[config.mk]
export PLATFORM = sky130hd
export DESIGN_NAME = nkro_bitmap_to_six_key_report
export DESIGN_NICKNAME = d
export VERILOG_FILES = /design/src/rtl/nbsk_pkg.sv /design/src/rtl/nbsk_front.sv /design/src/rtl/nbsk_queue.sv /design/src/rtl/nbsk_back.sv /design/src/rtl/nkro_bitmap_to_six_key_report.sv
export SDC_FILE = /design/constraint.sdc
export NUM_CORES = 1
export LEC_CHECK = 0
export BUFFER_PORTS_ARGS = -buffer_cell sky130_fd_sc_hd__buf_2
export CORE_MARGIN = 3
export CORE_UTILIZATION = 60
export CTS_BUF_LIST = sky130_fd_sc_hd__clkbuf_2 sky130_fd_sc_hd__clkbuf_4 sky130_fd_sc_hd__clkbuf_8
export DETAILED_ROUTE_END_ITERATION = 10
export PLACE_DENSITY = 0.79
export SYNTH_ARGS = -nofsm -noshare
export SYNTH_HDL_FRONTEND = slang
export SYNTH_HIERARCHICAL = 1
export SYNTH_SLANG_ARGS = --single-unit
[constraint.sdc]
create_clock -name clock -period 14.76 [get_ports clock]
set_clock_uncertainty 0.15 [all_clocks]
set_input_delay 2.214 -clock clock [delete_from_list [all_inputs] [get_ports clock]]
set_output_delay 2.214 -clock clock [all_outputs]
set_load 0.1 [all_outputs]
[src/rtl/nbsk_pkg.sv]
// ----------------------------------------------------------------------------
// nbsk_pkg
// Shared constants and types for the NKRO bitmap to six-key report block.
// ----------------------------------------------------------------------------
package nbsk_pkg;

   localparam int BITMAP_BYTES = 32;
   localparam int KEY_SLOTS    = 6;
   localparam int SLOT_FIELDS  = 6;

   // byte counter has to hold BITMAP_BYTES itself
   localparam int POS_W      = $clog2(BITMAP_BYTES + 1);
   localparam int CNT_W      = $clog2(KEY_SLOTS + 1);
   localparam int SLOT_IDX_W = $clog2(SLOT_FIELDS);

   localparam int QUEUE_DEPTH = 4;
   localparam int QPTR_W      = $clog2(QUEUE_DEPTH);
   localparam int QCNT_W      = $clog2(QUEUE_DEPTH + 1);

   localparam logic [7:0] ROLLOVER_CODE = 8'h01;

   // one classified bitmap byte
   typedef struct packed {
      logic [7:0]       bits;
      logic [POS_W-1:0] pos;
      logic [7:0]       mods;
      logic             last;
   } entry_type;

   typedef struct packed {
      logic      push;
      entry_type entry;
   } enq_type;

   typedef struct packed {
      logic [7:0]                  mods;
      logic [SLOT_FIELDS-1:0][7:0] slots;
      logic                        rollover;
   } report_type;

endpackage

[src/rtl/nbsk_front.sv]
// ----------------------------------------------------------------------------
// nbsk_front
// Accepts bitmap bytes, tracks the byte index and masks bits that never
// count as keys (usage 0, bytes past the bitmap).
// ----------------------------------------------------------------------------
module nbsk_front (
   input  logic                clock,
   input  logic                reset,
   input  logic                push,
   output logic                full,
   input  logic [7:0]          req_bitmap_byte,
   input  logic [7:0]          req_modifier_bits,
   input  logic                req_last_byte,
   input  logic                q_full,
   output nbsk_pkg::enq_type   enq
);

   logic [nbsk_pkg::POS_W-1:0] pos_ff;
   logic [nbsk_pkg::POS_W-1:0] pos_in;
   logic                       accept;
   logic                       in_range;
   logic [7:0]                 bits;

   assign full = q_full;

   always_comb begin
      accept   = push && !q_full;
      in_range = pos_ff < nbsk_pkg::POS_W'(nbsk_pkg::BITMAP_BYTES);
      bits     = in_range ? req_bitmap_byte : 8'h00;
      if (pos_ff == '0) begin
         bits[0] = 1'b0;
      end
      pos_in = pos_ff;
      if (accept) begin
         if (req_last_byte) begin
            pos_in = '0;
         end else if (in_range) begin
            pos_in = pos_ff + nbsk_pkg::POS_W'(1);
         end
      end
      enq.push       = accept;
      enq.entry.bits = bits;
      enq.entry.pos  = pos_ff;
      enq.entry.mods = req_modifier_bits;
      enq.entry.last = req_last_byte;
   end

   always_ff @(posedge clock) begin
      if (reset) begin
         pos_ff <= '0;
      end else begin
         pos_ff <= pos_in;
      end
   end

endmodule

[src/rtl/nbsk_queue.sv]
// ----------------------------------------------------------------------------
// nbsk_queue
// Short FIFO between the front and the slot collector.
// ----------------------------------------------------------------------------
module nbsk_queue (
   input  logic                 clock,
   input  logic                 reset,
   input  nbsk_pkg::enq_type    enq,
   output logic                 q_full,
   output logic                 deq_valid,
   output nbsk_pkg::entry_type  deq_entry,
   input  logic                 deq_pop
);

   nbsk_pkg::entry_type          mem_ff [nbsk_pkg::QUEUE_DEPTH];
   logic [nbsk_pkg::QPTR_W-1:0]  wr_ptr_ff;
   logic [nbsk_pkg::QPTR_W-1:0]  wr_ptr_in;
   logic [nbsk_pkg::QPTR_W-1:0]  rd_ptr_ff;
   logic [nbsk_pkg::QPTR_W-1:0]  rd_ptr_in;
   logic [nbsk_pkg::QCNT_W-1:0]  count_ff;
   logic [nbsk_pkg::QCNT_W-1:0]  count_in;
   logic                         do_pop;

   assign q_full    = count_ff == nbsk_pkg::QCNT_W'(nbsk_pkg::QUEUE_DEPTH);
   assign deq_valid = count_ff != '0;
   assign deq_entry = mem_ff[rd_ptr_ff];

   always_comb begin
      do_pop    = deq_pop && deq_valid;
      wr_ptr_in = enq.push ? wr_ptr_ff + nbsk_pkg::QPTR_W'(1) : wr_ptr_ff;
      rd_ptr_in = do_pop ? rd_ptr_ff + nbsk_pkg::QPTR_W'(1) : rd_ptr_ff;
      count_in  = count_ff;
      if (enq.push && !do_pop) begin
         count_in = count_ff + nbsk_pkg::QCNT_W'(1);
      end else if (!enq.push && do_pop) begin
         count_in = count_ff - nbsk_pkg::QCNT_W'(1);
      end
   end

   always_ff @(posedge clock) begin
      if (reset) begin
         wr_ptr_ff <= '0;
         rd_ptr_ff <= '0;
         count_ff  <= '0;
      end else begin
         wr_ptr_ff <= wr_ptr_in;
         rd_ptr_ff <= rd_ptr_in;
         count_ff  <= count_in;
      end
   end

   always_ff @(posedge clock) begin
      if (enq.push) begin
         mem_ff[wr_ptr_ff] <= enq.entry;
      end
   end

endmodule

[src/rtl/nbsk_back.sv]
// ----------------------------------------------------------------------------
// nbsk_back
// Collects key usages into slots one byte per cycle (a last byte waits while
// an untaken report is held) and holds the finished report until it is taken.
// ----------------------------------------------------------------------------
module nbsk_back (
   input  logic                  clock,
   input  logic                  reset,
   input  logic                  deq_valid,
   input  nbsk_pkg::entry_type   deq_entry,
   output logic                  deq_pop,
   input  logic                  rsp_pop,
   output logic                  rsp_empty,
   output nbsk_pkg::report_type  report
);

   logic [nbsk_pkg::CNT_W-1:0]                cnt_ff;
   logic [nbsk_pkg::CNT_W-1:0]                cnt_in;
   logic                                      ovf_ff;
   logic                                      ovf_in;
   logic [nbsk_pkg::SLOT_FIELDS-1:0][7:0]     slots_ff;
   logic [nbsk_pkg::SLOT_FIELDS-1:0][7:0]     slots_in;
   logic                                      out_valid_ff;
   nbsk_pkg::report_type                      report_ff;
   logic                                      can_out;

   // bits are walked in ascending order; at most eight narrow steps
   always_comb begin
      cnt_in   = cnt_ff;
      ovf_in   = ovf_ff;
      slots_in = slots_ff;
      for (int b = 0; b < 8; b++) begin
         if (!ovf_in && deq_entry.bits[b]) begin
            if (cnt_in >= nbsk_pkg::CNT_W'(nbsk_pkg::KEY_SLOTS)) begin
               for (int i = 0; i < nbsk_pkg::KEY_SLOTS; i++) begin
                  slots_in[i] = nbsk_pkg::ROLLOVER_CODE;
               end
               ovf_in = 1'b1;
            end else begin
               slots_in[nbsk_pkg::SLOT_IDX_W'(cnt_in)] = 8'({deq_entry.pos, 3'(b)});
               cnt_in = cnt_in + nbsk_pkg::CNT_W'(1);
            end
         end
      end
   end

   assign can_out   = !out_valid_ff || rsp_pop;
   assign deq_pop   = deq_valid && (!deq_entry.last || can_out);
   assign rsp_empty = !out_valid_ff;
   assign report    = report_ff;

   always_ff @(posedge clock) begin
      if (reset) begin
         cnt_ff       <= '0;
         ovf_ff       <= 1'b0;
         slots_ff     <= '0;
         out_valid_ff <= 1'b0;
      end else begin
         if (deq_pop) begin
            if (deq_entry.last) begin
               cnt_ff       <= '0;
               ovf_ff       <= 1'b0;
               slots_ff     <= '0;
               out_valid_ff <= 1'b1;
            end else begin
               cnt_ff   <= cnt_in;
               ovf_ff   <= ovf_in;
               slots_ff <= slots_in;
               if (rsp_pop) begin
                  out_valid_ff <= 1'b0;
               end
            end
         end else if (rsp_pop) begin
            out_valid_ff <= 1'b0;
         end
      end
   end

   always_ff @(posedge clock) begin
      if (deq_pop && deq_entry.last) begin
         report_ff.mods     <= deq_entry.mods;
         report_ff.slots    <= slots_in;
         report_ff.rollover <= ovf_in;
      end
   end

endmodule

[src/rtl/nkro_bitmap_to_six_key_report.sv]
// ----------------------------------------------------------------------------
// nkro_bitmap_to_six_key_report
// Turns an NKRO key bitmap, one byte per request, into a boot keyboard report.
// ----------------------------------------------------------------------------
// Push bitmap bytes in order from byte 0; the request flagged last closes the
// report and supplies the modifier byte. One byte is taken per clock while the
// queue is not full: the front tags each byte with its index, a four-entry
// queue decouples it from the slot collector, which scans the eight bits of a
// byte combinationally, and a one-entry output register holds the report.
// With nothing stalled, the last byte passes through the queue and the report
// is then registered into the output register, from which it can be popped.
// The input keeps accepting while a report waits to be popped, until the next
// last byte reaches the collector and the queue fills behind it. Usage 0 is
// never a key, bytes past the 32-byte bitmap are ignored, and a seventh key
// sets every slot to the rollover code 0x01 with rollover_flag high.
module nkro_bitmap_to_six_key_report (
   input  logic       clock,
   input  logic       reset,
   input  logic       push,
   output logic       full,
   input  logic [7:0] req_bitmap_byte,
   input  logic [7:0] req_modifier_bits,
   input  logic       req_last_byte,
   output logic       empty,
   input  logic       pop,
   output logic [7:0] rsp_out_modifiers,
   output logic [7:0] rsp_slot0,
   output logic [7:0] rsp_slot1,
   output logic [7:0] rsp_slot2,
   output logic [7:0] rsp_slot3,
   output logic [7:0] rsp_slot4,
   output logic [7:0] rsp_slot5,
   output logic       rsp_rollover_flag
);

   nbsk_pkg::enq_type     enq;
   logic                  q_full;
   logic                  deq_valid;
   nbsk_pkg::entry_type   deq_entry;
   logic                  deq_pop;
   nbsk_pkg::report_type  report;

   nbsk_front u_front (
      .clock             (clock),
      .reset             (reset),
      .push              (push),
      .full              (full),
      .req_bitmap_byte   (req_bitmap_byte),
      .req_modifier_bits (req_modifier_bits),
      .req_last_byte     (req_last_byte),
      .q_full            (q_full),
      .enq               (enq)
   );

   nbsk_queue u_queue (
      .clock     (clock),
      .reset     (reset),
      .enq       (enq),
      .q_full    (q_full),
      .deq_valid (deq_valid),
      .deq_entry (deq_entry),
      .deq_pop   (deq_pop)
   );

   nbsk_back u_back (
      .clock     (clock),
      .reset     (reset),
      .deq_valid (deq_valid),
      .deq_entry (deq_entry),
      .deq_pop   (deq_pop),
      .rsp_pop   (pop),
      .rsp_empty (empty),
      .report    (report)
   );

   assign rsp_out_modifiers = report.mods;
   assign rsp_slot0         = report.slots[0];
   assign rsp_slot1         = report.slots[1];
   assign rsp_slot2         = report.slots[2];
   assign rsp_slot3         = report.slots[3];
   assign rsp_slot4         = report.slots[4];
   assign rsp_slot5         = report.slots[5];
   assign rsp_rollover_flag = report.rollover;

   // queue is drained by reset
   a_reset_not_full: assert property (@(posedge clock) reset |=> !full)
      else $error("full after reset");

   a_rollover_code: assert property (@(posedge clock) disable iff (reset)
      (!empty && rsp_rollover_flag) |-> (rsp_slot0 == nbsk_pkg::ROLLOVER_CODE))
      else $error("rollover report without rollover code");

   // slots 0 and 1 are filled in ascending order with no gap
   a_slot_order: assert property (@(posedge clock) disable iff (reset)
      (!empty && !rsp_rollover_flag && rsp_slot1 != 8'h00)
         |-> (rsp_slot0 != 8'h00 && rsp_slot0 < rsp_slot1))
      else $error("key slots out of order");

endmodule
==> key figures <==
Run status
  • Status: complete, no violations

Placement
  • DP HPWL: approximately 32000 um
  • Count of buffers from port buffering: 79
  • Gpl congestion: 1.02
  • DP Area: between 10000 and 15000 um^2

Floorplanning
  • Top-level I/O count: 80
  • Die area: about 24000 um^2
  • Die H: between 150 and 200 um
  • Core area: 21300 um^2
  • Site Rows: 53
  • Die X: between 150 and 200 um
  • Starting Density: 62.0%

Setup path
  • CP max stage delay: between 700 and 800 ps
  • CP Data Arrival Time: 13850 ps
  • Critical path class: register to register
  • Worst-path fanout max: 22
  • Crit-path most repeated cell: ha_1
  • CP Capture Point: u_back/slots_ff[28]
  • Worst R2R Path Depth: 39
  • Startpoint types: register
  • Nature of the critical path endpoint: register
  • Register-to-register setup slack: 1190 ps
  • Reg2reg end: u_back/slots_ff[28]
  • Critical Path RT: between 15000 and 20000 ps
  • Critical-path top delay cell: xnor2_1

Detailed routing
  • Remaining DRCs: 0
  • Drt pass-1 iters: 6
  • Post-route ant nets: 0
  • WL/cell: around 26 um
  • Routed vias/inst: about 7
  • Drt initial violations: about 1300
  • Final WL: about 43000 um
  • Via count: 12200

CTS
  • Sinks on Clock Net: approximately 210
  • Post_cts resized: 0
  • CTS tree: yes
  • CTS HTree Levels: 2
  • Num CTS Buffers: 36
  • Worst-path clk slew: roughly 60 ps
  • Post-CTS setup buffer count: 0
  • Worst-skew pair later-pin latency: 550 ps
  • Clk buf depth: 3
  • CTS root buf: clkbuf_8
  • Number of hold buffers added after CTS: 0

Final layout
  • Ant diodes: 0
  • Area Growth Syn to Fin: 9.32%
  • Multi-input gate area: between 6000 and 7000 um^2
  • Layout fillers: about 1700
  • Total Nets Final: ~1400
  • Reg area: 5720 um^2
  • Share of post-route cells with drive strength above 1: about 17%
  • Final instance area: 14400 um^2

Global routing
  • First-pass GRT wire length: 66300 um
  • GRT overflow: 0
  • Antenna violations before repair: 0
  • Largest net degree at the start of global routing: 45
  • Overall Global Routing Usage: between 30 and 40%
  • Vias in the first global route: around 11000

Synth
  • Synth warnings: 6
  • Synth Cell Area: 13200 um^2
  • Mapped Nets: between 1000 and 1500
  • Synth Instances: between 1000 and 1500
  • Mapped Avg Cell Area: 9.80 um^2

Timing
  • Slew Limit Fails: 0
  • Final hold vios: 0
  • Setup violations, final: 0
  • Unrepaired setup endpoints after global routing: no
  • Worst-Margin Slew: ~1200 ps
  • Ratio of final minimum period to clock period: between 90% and 100%
  • Min Tclk post-route: about 14000 ps
  • Fmax: around 74 MHz
  • Setup total negative slack: 0 ps
  • Relative slew margins: about 22%
  • Hold_ws: between 300 and 400 ps

Run
  • Max_cap viols: 0

Worst hold path
  • Worst Hold Class: register to register
per-layer routing:
layer | global-route usage, % | routed length, um | vias up
met4 | 18.4 | 2740 | 0
li1 | - | - | 5389
met5 | 0 | 0 | -
met1 | 46.9 | 16900 | 5878
met2 | 56.8 | 20000 | 754
met3 | 5.62 | 3690 | 163
per-stage QoR:
step	util (%)	setup WS (ps)	std cells
detailed placement	64.2	1550	1636
global placement	64.2	2050	1636
finish	67.8	1190	1700
global route	67.8	166	1700
floorplan	-	4040	1347
CTS	67.8	1510	1700
placed cells by master (no fill, tap or decap), drive strengths merged, types with 40 or more instances in the layout:
master  count
clkbuf     56
a21oi     107
dfxtp      68
buf        95
o21ai     102
nor2      103
nand2     132
a22o       42
edfxtp    145
nand3      40
nor3       44
registers in the layout (all words and copies together) (netlist names), named ones only:
register	cells
u_front/pos_ff	6
u_back/cnt_ff	3
u_queue/count_ff	3
u_queue/mem_ff	88
u_back/slots_ff	48
u_queue/wr_ptr_ff	2
u_queue/rd_ptr_ff	2
u_back/report	57
u_back/out_valid_ff	1
u_back/ovf_ff	1
worst min path at each step:
stage	startpoint	endpoint	cells after the start	slack, ps
2_1_floorplan	u_back/slots_ff[42]	u_back/slots_ff[42]	2	270
3_3_place_gp	u_back/slots_ff[0]	u_back/slots_ff[0]	2	290
3_5_place_dp	u_back/slots_ff[42]	u_back/slots_ff[42]	2	300
4_1_cts	u_back/slots_ff[0]	u_back/slots_ff[0]	2	310
5_1_grt	u_back/slots_ff[0]	u_back/slots_ff[0]	2	330
6_report	u_back/slots_ff[0]	u_back/slots_ff[0]	2	310
worst max-delay path, delay by kind of cell, from the launching register on:
kind                       cells  cell delay, ps
xor gates and xnor gates       6            2380
buffers and inverters          4             780
and+or+nand+nor                8            2550
adders and majority gates      7            2290
AOI/OAI and AO/OA             13            4620
muxes                          1             330
DFF                            1             310
area by class of cell:
class                   count  area share [%]
clock inverters             8           0.711
flip-flops and latches    213            39.6
inverters                  38           0.989
clock buffers              56            4.61
well taps                 275            2.39
repair buffers             95            3.57
multi-input cells        1015            48.1
Power is left out: the tool's default activity adds up to more than one toggle a clock period on the data nets, which glitch-free logic cannot reach.
